### config.mk
export PLATFORM = sky130hd
export DESIGN_NAME = clipmap_tile_placement
export DESIGN_NICKNAME = d
export VERILOG_FILES = /design/src/hdl/ctp_pkg.sv /design/src/hdl/clipmap_tile_placement.sv
export SDC_FILE = /design/constraint.sdc
export NUM_CORES = 2
export LEC_CHECK = 0
export BUFFER_PORTS_ARGS = -buffer_cell sky130_fd_sc_hd__buf_2
export CAP_MARGIN = 20
export CORE_MARGIN = 4
export CORE_UTILIZATION = 55
export DETAILED_ROUTE_END_ITERATION = 8
export PLACE_DENSITY = 0.75
export SYNTH_ARGS = -nofsm -noshare
export SYNTH_HDL_FRONTEND = slang
export SYNTH_SLANG_ARGS = --single-unit
### constraint.sdc
create_clock -name clk -period 9.05 [get_ports clk]
set_input_delay 1.81 -clock clk [delete_from_list [all_inputs] [get_ports clk]]
set_output_delay 1.81 -clock clk [all_outputs]
set_load 0.02 [all_outputs]
### src/hdl/ctp_pkg.sv
// ---------------------------------------------------------------------------
// ctp_pkg
// Shared constants, piece codes and widths for the clipmap tile placement
// block.
// ---------------------------------------------------------------------------
package ctp_pkg;

    localparam int MAX_LEVELS = 4;
    localparam int FRAC_BITS  = 12;

    // Divider shift: cam * 256 / (spacing << FRAC_BITS) = cam / (spacing << DIV_SHIFT).
    localparam int DIV_SHIFT = FRAC_BITS - 8;
    // Output positions are Q.9 values rescaled to FRAC_BITS.
    localparam int POS_SHIFT = FRAC_BITS - 9;

    localparam int CAM_W   = 32;
    localparam int SPC_W   = 16;
    localparam int RING_W  = 9;
    localparam int LVC_W   = 3;
    localparam int LVL_W   = 2;
    localparam int DEN_W   = SPC_W + DIV_SHIFT;
    localparam int Q_W     = CAM_W - DIV_SHIFT + 1;
    localparam int PROD_W  = Q_W + SPC_W + 1;
    localparam int T0_W    = RING_W + SPC_W;
    localparam int TL_W    = T0_W + MAX_LEVELS - 1;
    localparam int ADD_W   = TL_W + 4;
    localparam int POS_W   = 48;
    localparam int SCALE_W = 19;
    localparam int IDX_W   = 6;
    localparam int PIECE_W = 3;
    localparam int ROT_W   = 2;
    localparam int CNT_W   = 5;

    localparam logic [PIECE_W-1:0] PIECE_CROSS  = 3'd0;
    localparam logic [PIECE_W-1:0] PIECE_TILE   = 3'd1;
    localparam logic [PIECE_W-1:0] PIECE_FILLER = 3'd2;
    localparam logic [PIECE_W-1:0] PIECE_TRIM   = 3'd3;
    localparam logic [PIECE_W-1:0] PIECE_SEAM   = 3'd4;

    localparam logic [1:0] REG_SPACING     = 2'd0;
    localparam logic [1:0] REG_RING_SIZE   = 2'd1;
    localparam logic [1:0] REG_LEVEL_COUNT = 2'd2;

    // One placement as it leaves the sequencer.
    typedef struct packed {
        logic [PIECE_W-1:0] piece;
        logic [IDX_W-1:0]   idx;
        logic [2:0]         snap_shift;
        logic [LVL_W-1:0]   lvl;
        logic [1:0]         gx;
        logic [1:0]         gz;
        logic [ROT_W-1:0]   rot;
        logic               last;
    } ctp_desc_t;

endpackage

### src/hdl/clipmap_tile_placement.sv
// ---------------------------------------------------------------------------
// clipmap_tile_placement
// Emits the placements of geometry clipmap terrain pieces for a camera
// position: cross, per-level tiles, filler, trim and seam.
// ---------------------------------------------------------------------------
// Usage:
// One slave transaction carries a camera position; the block answers with a
// run of master transactions, one per placement, tlast marking the final one
// (up to 63 placements with four levels). The piece kind travels on tuser.
// A serial floor divider snaps both axes, one quotient bit per cycle; the
// snapped position then goes to the placement sequencer, which issues one
// placement per cycle, unless the receiver stalls it, into a three-stage
// pipeline (descriptor, multiply, output register). A new camera position is
// taken as soon as the divider is free, so its division overlaps the emission
// of the previous run. The user must write the registers through
// cfg_wen/cfg_addr/cfg_wdata only while the block is idle; the block itself
// does not enforce this. Reset clears all valid and busy flags and loads
// spacing 256, ring size 32 and four levels. When the receiver holds tready
// low, the whole placement pipeline freezes with the pending placement held
// in the output register; nothing is lost or repeated.
// ---------------------------------------------------------------------------
module clipmap_tile_placement
    import ctp_pkg::*;
(
    input  logic         clk,
    input  logic         rst_n,
    input  logic         cfg_wen,
    input  logic [1:0]   cfg_addr,
    input  logic [15:0]  cfg_wdata,
    input  logic         s_axis_tvalid,
    output logic         s_axis_tready,
    input  logic [63:0]  s_axis_tdata,   // cam_x[31:0], cam_z[63:32]
    output logic         m_axis_tvalid,
    input  logic         m_axis_tready,
    output logic [127:0] m_axis_tdata,   // piece_index[5:0], pos_x[53:6], pos_z[101:54],
                                         // piece_scale[120:102], rotation[122:121], zeros
    output logic [2:0]   m_axis_tuser,   // piece
    output logic         m_axis_tlast
);

    localparam logic [2:0] PH_CROSS  = 3'd0;
    localparam logic [2:0] PH_TILE   = 3'd1;
    localparam logic [2:0] PH_FILLER = 3'd2;
    localparam logic [2:0] PH_TRIM   = 3'd3;
    localparam logic [2:0] PH_SEAM   = 3'd4;

    // Configuration registers.
    logic [SPC_W-1:0]  spacing_reg;
    logic [RING_W-1:0] ring_size_reg;
    logic [LVC_W-1:0]  level_count_reg;
    logic [T0_W-1:0]   t0_reg;

    always_ff @(posedge clk or negedge rst_n)
    begin
        if (!rst_n)
        begin
            spacing_reg     <= SPC_W'(256);
            ring_size_reg   <= RING_W'(32);
            level_count_reg <= LVC_W'(4);
        end
        else if (cfg_wen)
        begin
            unique case (cfg_addr)
                REG_SPACING:     spacing_reg     <= cfg_wdata;
                REG_RING_SIZE:   ring_size_reg   <= cfg_wdata[RING_W-1:0];
                REG_LEVEL_COUNT: level_count_reg <= cfg_wdata[LVC_W-1:0];
                default:         ;
            endcase
        end
    end

    // Tile size at level 0, in units of spacing * vertices.
    always_ff @(posedge clk)
    begin
        t0_reg <= T0_W'(ring_size_reg) * T0_W'(spacing_reg);
    end

    // Serial floor divider, both axes side by side.
    logic               div_busy_reg, div_done_reg;
    logic [CNT_W-1:0]   div_cnt_reg;
    logic [CAM_W-1:0]   ax_reg, az_reg;
    logic [DEN_W-1:0]   remx_reg, remz_reg;
    logic               negx_reg, negz_reg;
    logic signed [Q_W-1:0] qx_res_reg, qz_res_reg;
    logic [DEN_W:0]     shx, shz;
    logic [DEN_W:0]     den;
    logic signed [CAM_W-1:0] cam_x, cam_z;
    logic [Q_W-1:0]     qx_fin, qz_fin;
    logic               seq_load;

    assign cam_x         = s_axis_tdata[31:0];
    assign cam_z         = s_axis_tdata[63:32];
    assign s_axis_tready = !div_busy_reg && !div_done_reg;
    assign den           = {1'b0, spacing_reg, {DIV_SHIFT{1'b0}}};
    assign shx           = {remx_reg, ax_reg[CAM_W-1]};
    assign shz           = {remz_reg, az_reg[CAM_W-1]};

    always_comb
    begin
        qx_fin = ax_reg[Q_W-1:0];
        qz_fin = az_reg[Q_W-1:0];
        if (negx_reg)
        begin
            qx_fin = -(qx_fin + Q_W'(remx_reg != '0));
        end
        if (negz_reg)
        begin
            qz_fin = -(qz_fin + Q_W'(remz_reg != '0));
        end
        if (spacing_reg == '0)
        begin
            qx_fin = '0;
            qz_fin = '0;
        end
    end

    always_ff @(posedge clk or negedge rst_n)
    begin
        if (!rst_n)
        begin
            div_busy_reg <= 1'b0;
            div_done_reg <= 1'b0;
            div_cnt_reg  <= '0;
        end
        else
        begin
            if (s_axis_tvalid && s_axis_tready)
            begin
                div_busy_reg <= 1'b1;
                div_cnt_reg  <= '0;
            end
            else if (div_busy_reg)
            begin
                div_cnt_reg <= div_cnt_reg + 1'b1;
                if (div_cnt_reg == '1)
                begin
                    div_busy_reg <= 1'b0;
                    div_done_reg <= 1'b1;
                end
            end
            else if (seq_load)
            begin
                div_done_reg <= 1'b0;
            end
        end
    end

    always_ff @(posedge clk)
    begin
        if (s_axis_tvalid && s_axis_tready)
        begin
            ax_reg   <= cam_x[CAM_W-1] ? CAM_W'(-cam_x) : cam_x;
            az_reg   <= cam_z[CAM_W-1] ? CAM_W'(-cam_z) : cam_z;
            negx_reg <= cam_x[CAM_W-1];
            negz_reg <= cam_z[CAM_W-1];
            remx_reg <= '0;
            remz_reg <= '0;
        end
        else if (div_busy_reg)
        begin
            if (shx >= den)
            begin
                remx_reg <= DEN_W'(shx - den);
                ax_reg   <= {ax_reg[CAM_W-2:0], 1'b1};
            end
            else
            begin
                remx_reg <= shx[DEN_W-1:0];
                ax_reg   <= {ax_reg[CAM_W-2:0], 1'b0};
            end
            if (shz >= den)
            begin
                remz_reg <= DEN_W'(shz - den);
                az_reg   <= {az_reg[CAM_W-2:0], 1'b1};
            end
            else
            begin
                remz_reg <= shz[DEN_W-1:0];
                az_reg   <= {az_reg[CAM_W-2:0], 1'b0};
            end
            if (div_cnt_reg == '1)
            begin
                qx_res_reg <= '0;
                qz_res_reg <= '0;
            end
        end
        else if (div_done_reg)
        begin
            qx_res_reg <= qx_fin;
            qz_res_reg <= qz_fin;
        end
    end

    // Placement sequencer.
    logic                  en;
    logic                  seq_busy_reg;
    logic [2:0]            phase_reg;
    logic [LVL_W-1:0]      lvl_reg, lv_last_reg;
    logic [1:0]            tx_reg, ty_reg;
    logic [IDX_W-1:0]      tile_cnt_reg;
    logic signed [Q_W-1:0] qx0_reg, qz0_reg;
    logic [LVL_W-1:0]      lv_last;
    logic                  res_ok_reg;
    ctp_desc_t             desc;
    logic                  desc_end;

    // The quotient is final in the cycle after the divider reports done.
    always_ff @(posedge clk or negedge rst_n)
    begin
        if (!rst_n)
        begin
            res_ok_reg <= 1'b0;
        end
        else
        begin
            res_ok_reg <= div_done_reg && !seq_load;
        end
    end

    // A new run loads only while the pipeline moves, so the snapped position
    // of a placement still held in the descriptor stage is not replaced.
    assign seq_load = !seq_busy_reg && div_done_reg && res_ok_reg && en;

    always_comb
    begin
        priority if (level_count_reg == '0)
        begin
            lv_last = '0;
        end
        else if (level_count_reg > LVC_W'(MAX_LEVELS))
        begin
            lv_last = LVL_W'(MAX_LEVELS - 1);
        end
        else
        begin
            lv_last = LVL_W'(level_count_reg - 1'b1);
        end
    end

    always_comb
    begin
        desc.piece      = PIECE_CROSS;
        desc.idx        = '0;
        desc.snap_shift = {1'b0, lvl_reg};
        desc.lvl        = lvl_reg;
        desc.gx         = tx_reg;
        desc.gz         = ty_reg;
        desc.rot        = '0;
        desc.last       = 1'b0;
        desc_end        = 1'b0;
        unique case (phase_reg)
            PH_CROSS:
            begin
                desc.piece      = PIECE_CROSS;
                desc.snap_shift = '0;
            end
            PH_TILE:
            begin
                desc.piece = PIECE_TILE;
                desc.idx   = tile_cnt_reg;
            end
            PH_FILLER:
            begin
                desc.piece = PIECE_FILLER;
                desc.idx   = IDX_W'(lvl_reg);
                desc.last  = (lvl_reg == lv_last_reg);
                desc_end   = desc.last;
            end
            PH_TRIM:
            begin
                desc.piece = PIECE_TRIM;
                desc.idx   = IDX_W'(lvl_reg);
                desc.rot   = {~qx0_reg[lvl_reg], ~qz0_reg[lvl_reg]};
            end
            PH_SEAM:
            begin
                desc.piece      = PIECE_SEAM;
                desc.idx        = IDX_W'(lvl_reg);
                desc.snap_shift = 3'(lvl_reg) + 3'd1;
            end
            default: ;
        endcase
    end

    always_ff @(posedge clk or negedge rst_n)
    begin
        if (!rst_n)
        begin
            seq_busy_reg <= 1'b0;
            phase_reg    <= PH_CROSS;
            lvl_reg      <= '0;
            tx_reg       <= '0;
            ty_reg       <= '0;
            tile_cnt_reg <= '0;
            lv_last_reg  <= '0;
        end
        else if (seq_load)
        begin
            seq_busy_reg <= 1'b1;
            phase_reg    <= PH_CROSS;
            lvl_reg      <= '0;
            tx_reg       <= '0;
            ty_reg       <= '0;
            tile_cnt_reg <= '0;
            lv_last_reg  <= lv_last;
        end
        else if (seq_busy_reg && en)
        begin
            unique case (phase_reg)
                PH_CROSS:
                begin
                    phase_reg <= PH_TILE;
                end
                PH_TILE:
                begin
                    tile_cnt_reg <= tile_cnt_reg + 1'b1;
                    if (tx_reg == 2'd3 && ty_reg == 2'd3)
                    begin
                        phase_reg <= PH_FILLER;
                    end
                    if (ty_reg == 2'd3)
                    begin
                        tx_reg <= tx_reg + 1'b1;
                        ty_reg <= '0;
                    end
                    else if (lvl_reg != '0 && (tx_reg == 2'd1 || tx_reg == 2'd2))
                    begin
                        ty_reg <= 2'd3;
                    end
                    else
                    begin
                        ty_reg <= ty_reg + 1'b1;
                    end
                end
                PH_FILLER:
                begin
                    if (desc_end)
                    begin
                        seq_busy_reg <= 1'b0;
                    end
                    else
                    begin
                        phase_reg <= PH_TRIM;
                    end
                end
                PH_TRIM:
                begin
                    phase_reg <= PH_SEAM;
                end
                PH_SEAM:
                begin
                    phase_reg <= PH_TILE;
                    lvl_reg   <= lvl_reg + 1'b1;
                    tx_reg    <= '0;
                    ty_reg    <= '0;
                end
                default:
                begin
                    phase_reg <= PH_CROSS;
                end
            endcase
        end
    end

    always_ff @(posedge clk)
    begin
        if (seq_load)
        begin
            qx0_reg <= qx_res_reg;
            qz0_reg <= qz_res_reg;
        end
    end

    // Stage 1: descriptor register.
    logic      d_valid_reg;
    ctp_desc_t d_reg;

    assign en = !m_axis_tvalid || m_axis_tready;

    always_ff @(posedge clk or negedge rst_n)
    begin
        if (!rst_n)
        begin
            d_valid_reg <= 1'b0;
        end
        else if (en)
        begin
            d_valid_reg <= seq_busy_reg && !seq_load;
        end
    end

    always_ff @(posedge clk)
    begin
        if (en)
        begin
            d_reg <= desc;
        end
    end

    // Stage 2: snapped products and offsets.
    logic [Q_W-1:0]           snap_mask;
    logic signed [Q_W-1:0]    mx, mz;
    logic [TL_W-1:0]          tl;
    logic [SCALE_W-1:0]       sc;
    logic signed [ADD_W-1:0]  addx, addz;
    logic signed [ADD_W-1:0]  tls, scs;

    logic                     p_valid_reg;
    logic signed [PROD_W-1:0] px_reg, pz_reg;
    logic signed [ADD_W-1:0]  addx_reg, addz_reg;
    logic [SCALE_W-1:0]       scale_reg;
    ctp_desc_t                p_reg;

    function automatic logic signed [ADD_W-1:0] tile_off(
        input logic [1:0] g,
        input logic signed [ADD_W-1:0] t,
        input logic signed [ADD_W-1:0] s
    );
        logic signed [ADD_W-1:0] o;
        unique case (g)
            2'd0:    o = -(t <<< 1);
            2'd1:    o = -t;
            2'd2:    o = s;
            default: o = t + s;
        endcase
        return o <<< 1;
    endfunction

    always_comb
    begin
        snap_mask = {Q_W{1'b1}} << d_reg.snap_shift;
        mx        = qx0_reg & snap_mask;
        mz        = qz0_reg & snap_mask;
        tl        = TL_W'(t0_reg) << d_reg.lvl;
        sc        = SCALE_W'(spacing_reg) << d_reg.lvl;
        tls       = ADD_W'(tl);
        scs       = ADD_W'(sc);
        unique case (d_reg.piece)
            PIECE_TILE:
            begin
                addx = tile_off(d_reg.gx, tls, scs);
                addz = tile_off(d_reg.gz, tls, scs);
            end
            PIECE_TRIM:
            begin
                addx = scs;
                addz = scs;
            end
            PIECE_SEAM:
            begin
                addx = -(tls <<< 2);
                addz = -(tls <<< 2);
            end
            default:
            begin
                addx = '0;
                addz = '0;
            end
        endcase
    end

    always_ff @(posedge clk or negedge rst_n)
    begin
        if (!rst_n)
        begin
            p_valid_reg <= 1'b0;
        end
        else if (en)
        begin
            p_valid_reg <= d_valid_reg;
        end
    end

    always_ff @(posedge clk)
    begin
        if (en)
        begin
            px_reg    <= mx * $signed({1'b0, spacing_reg});
            pz_reg    <= mz * $signed({1'b0, spacing_reg});
            addx_reg  <= addx;
            addz_reg  <= addz;
            scale_reg <= sc;
            p_reg     <= d_reg;
        end
    end

    // Stage 3: final add and output register.
    logic signed [POS_W-1:0] wx, wz;
    logic                    o_valid_reg;
    logic [POS_W-1:0]        posx_reg, posz_reg;
    logic [SCALE_W-1:0]      o_scale_reg;
    ctp_desc_t               o_reg;

    assign wx = (POS_W'(px_reg) <<< 1) + POS_W'(addx_reg);
    assign wz = (POS_W'(pz_reg) <<< 1) + POS_W'(addz_reg);

    always_ff @(posedge clk or negedge rst_n)
    begin
        if (!rst_n)
        begin
            o_valid_reg <= 1'b0;
        end
        else if (en)
        begin
            o_valid_reg <= p_valid_reg;
        end
    end

    always_ff @(posedge clk)
    begin
        if (en)
        begin
            posx_reg    <= wx << POS_SHIFT;
            posz_reg    <= wz << POS_SHIFT;
            o_scale_reg <= scale_reg;
            o_reg       <= p_reg;
        end
    end

    assign m_axis_tvalid = o_valid_reg;
    assign m_axis_tuser  = o_reg.piece;
    assign m_axis_tlast  = o_reg.last;
    assign m_axis_tdata  = {5'd0, o_reg.rot, o_scale_reg, posz_reg, posx_reg, o_reg.idx};

    // Checks.
    a_last_is_filler: assert property (@(posedge clk) disable iff (!rst_n)
        m_axis_tvalid && m_axis_tlast |-> m_axis_tuser == PIECE_FILLER)
        else $error("tlast on a placement that is not a filler");

    a_rot_only_trim: assert property (@(posedge clk) disable iff (!rst_n)
        m_axis_tvalid && m_axis_tuser != PIECE_TRIM |-> m_axis_tdata[122:121] == 2'd0)
        else $error("rotation set on a non-trim placement");

    a_load_idle: assert property (@(posedge clk) disable iff (!rst_n)
        seq_load |-> !seq_busy_reg && !div_busy_reg)
        else $error("sequencer loaded while busy");

    a_cross_first: assert property (@(posedge clk) disable iff (!rst_n)
        seq_load |=> phase_reg == PH_CROSS && lvl_reg == '0)
        else $error("run does not start with the cross");

endmodule
==> metrics.csv <==
stage,metric,value,unit
setup_path,worstPathRequired,9.46,ns
hold_path,hp-start,qz_res_reg[15],
hold_path,whs_endpoint,qz0_reg[15],
cells_and_area,final_nets,9136,
yosys,synth.top_cells.by_area,"fa_1 (27%), edfxtp_1 (21%), ha_1 (8.1%), inv_1 (7.4%), nand2_1 (5.5%)",
cells_and_area,largest_register_ffs,45,
cts,numCtsBuffers,74,
cts,postCtsSetupBuffers,0,
setup_path,critPathKind,reg -> reg,
cts,clock-sinks,627,
cells_and_area,layoutNonFillerInstCount,9413,
place,dpl-instance-area,74700,um2
global_routing,track_usage,26.9,%
cts,cts_tree,built,
global_routing,grt_pass1_wl,291000,um
cells_and_area,fillers,10889,
global_routing,grt_max_degree,147,
setup_path,r2r-end,pz_reg[43],
setup_path,worstRegToRegCells,25,
routing,drtPass1Iterations,6,
setup_path,critPathMaxFanout,30,
setup_path,start_kind,flop,
routing,drtAntennaViolNets,0,
yosys,synth_ff_type,edfxtp_1,
yosys,netlist_area,72000,um2
setup_path,cp_slowest_stage_delay,0.89,ns
routing,wl,183000,um
cts,cts_resized,0,
timing,period_share,89.2,%
timing,setup_violations,0,
routing,drc_errors,0,
timing,relSlewSlack,21.5,%
routing,wl_per_cell,19.4,um
timing,maxSlewViolCount,0,
cells_and_area,syn_to_final_growth,7.28,%
yosys,synth_cell_types,86,
timing,hold_viol_final,0,
setup_path,worstPathArrival,8.48,ns
timing,whs,0.394,ns
floorplan,core-area,130000,um2
place,port_buffers,209,
global_routing,antenna_found_initial,2,
place,gp_congestion,0.939,
yosys,yosysSeqAreaShare,24.9,%
timing,min_period,8.07,ns
routing,drtIter0Drc,4803,
yosys,yosys.area.top_type,fa_1,
cells_and_area,seq_area,17900,um2
setup_path,crit_slowest_cell,dfrtp_2,
floorplan,dieArea,137000,um2
floorplan,die_h,370,um
run_status,outcome,"complete, no violations",
timing,finClkSkew,0.0602,ns
floorplan,rows,132,
global_routing,grt_pass1_vias,54124,
run,drv_cap,0,
timing,grt_setup_unrepaired,no,
cells_and_area,multiInputGateArea,47600,um2
cells_and_area,final_area,77300,um2
place,post-dp-hpwl,139000,um
floorplan,die_x,370,um
hold_path,hold_class,reg -> reg,
yosys,synthArstFlopShare,9.09,%
timing,timing.fmax,124,MHz
yosys,synth-seq-cells,627,
cts,clk_latency,0.72,ns
global_routing,grt-ovfl-total,0,
setup_path,endpoint_kind,flop,
timing,worst_pin_slew,1.18,ns
floorplan,io_pins,221,
cells_and_area,drive_gt1_share,6.72,%
yosys,yosysWarnings,0,
setup_path,r2r_start,spacing_reg[4],
place,dp.cells,9275,
yosys,synth_edf_count,505,
yosys,netlist_instances,7569,
routing,vias_per_cell,5.69,
hold_path,hold_depth,0,
cts,postCtsHoldBufs,0,
yosys,syn_area_per_cell,9.51,um2
setup_path,r2r_slack,0.98,ns
timing,final.setup.tns,0,ns
floorplan,start_util,55.5,%
yosys,synth_top_area_share,27.1,%
cts,path_clk_slew,0.06,ns
cts,clk_path_buf_depth,3,
setup_path,crit_top_cell,fa_1,
cts,htree_levels,3,
cts,cts-root-buf,clkbuf_16,
routing,num_vias,53571,
[synth_stat cells, types with 12 or more instances]
| library cell | n |
|---|---|
| a22oi_1 | 12 |
| a211oi_1 | 32 |
| inv_1 | 1412 |
| nor2_1 | 270 |
| o22ai_1 | 22 |
| o21a_1 | 49 |
| xor2_1 | 139 |
| nor2b_1 | 44 |
| nand3b_1 | 13 |
| a21oi_1 | 257 |
| nand3_1 | 66 |
| o21bai_1 | 34 |
| nor4_1 | 25 |
| or3_1 | 12 |
| or4_1 | 16 |
| o21ai_0 | 327 |
| xnor2_1 | 246 |
| dfrtp_1 | 54 |
| a31oi_1 | 27 |
| mux2i_1 | 118 |
| nand2_1 | 1049 |
| clkbuf_1 | 293 |
| edfxtp_1 | 505 |
| mux4_2 | 25 |
| a2111oi_0 | 13 |
| ha_1 | 465 |
| and3_1 | 99 |
| o31ai_1 | 38 |
| o221ai_1 | 13 |
| buf_1 | 20 |
| or2_2 | 17 |
| fa_1 | 974 |
| o41ai_1 | 19 |
| nand4_1 | 23 |
| buf_4 | 13 |
| a21o_1 | 141 |
| o211ai_1 | 28 |
| nand2b_1 | 60 |
| dfxtp_1 | 65 |
| nor3_1 | 52 |
| and2_1 | 319 |
| mux2_2 | 22 |
[cells by family (layout without fill, tap and decap cells)]
group	Yosys count	in the layout	synth area share, %
and+or+nand+nor	2098	2098	13.6
buffers and inverters	1743	1832	9.16
adders and majority gates	1439	1439	35.2
AOI/OAI and AO/OA	1110	1110	9.73
DFF	627	627	24.9
xor gates and xnor gates	386	386	4.71
muxes	165	165	2.77
other	1	14	0.00521
[layout make-up]
class | instances | share of cell area, %
Antenna cell | 3 | 0.00972
Timing Repair Buffer | 284 | 2.23
Tap cell | 1742 | 2.82
Multi-Input combinational cell | 5209 | 61.6
Clock inverter | 46 | 0.706
Inverter | 1414 | 6.89
Sequential cell | 627 | 23.2
Clock buffer | 88 | 2.54
[routing by layer]
layer / up-vias / wire [um] / track usage (%)
met5: - / 0 / 0
met4: 0 / 7760 / 10.5
met3: 381 / 18900 / 5.69
met2: 2541 / 79300 / 40.3
met1: 26265 / 76600 / 38.4
li1: 24384 / - / -
[layout by cell type, fill, tap and decap left out, drive strengths merged, types with 139 or more instances in the layout]
master,Yosys,layout
xnor2,247,247
o21ai,331,331
edfxtp,505,505
fa,974,974
ha,465,465
buf,36,284
and2,319,319
nor2,270,270
inv,1413,1427
nand2,1049,1049
a21o,141,141
a21oi,257,257
xor2,139,139
[worst max-delay path by stage]
stage                               from          to  slack, ns
after CTS                      d_reg[11]  px_reg[42]       1.06
after global routing           d_reg[11]  px_reg[42]       0.51
after floorplan                d_reg[11]  px_reg[42]       1.93
after global placement         d_reg[11]  px_reg[43]       1.31
final                     spacing_reg[4]  pz_reg[43]       0.98
after detailed placement  spacing_reg[4]  pz_reg[40]       1.12
[critical path, delay by kind of cell (launching register included)]
kind,cells,cell delay (ns)
AO/OA/AOI/OAI,6,1.65
XOR/XNOR,1,0.08
adder cells (fa/ha/maj),7,3.35
buffers and inverters,6,0.83
flip-flops,1,0.89
AND/OR/NAND/NOR,5,0.94
[through the flow]
step	utilization (%)	worst slack, ns
after floorplan	-	1.93
after global placement	57.5	1.31
after detailed placement	57.6	1.12
after CTS	59.5	1.06
after global routing	59.5	0.507
final	59.5	0.978
Power is left out: the tool's default activity adds up to more than one toggle a clock period on the data nets, which glitch-free logic cannot reach.
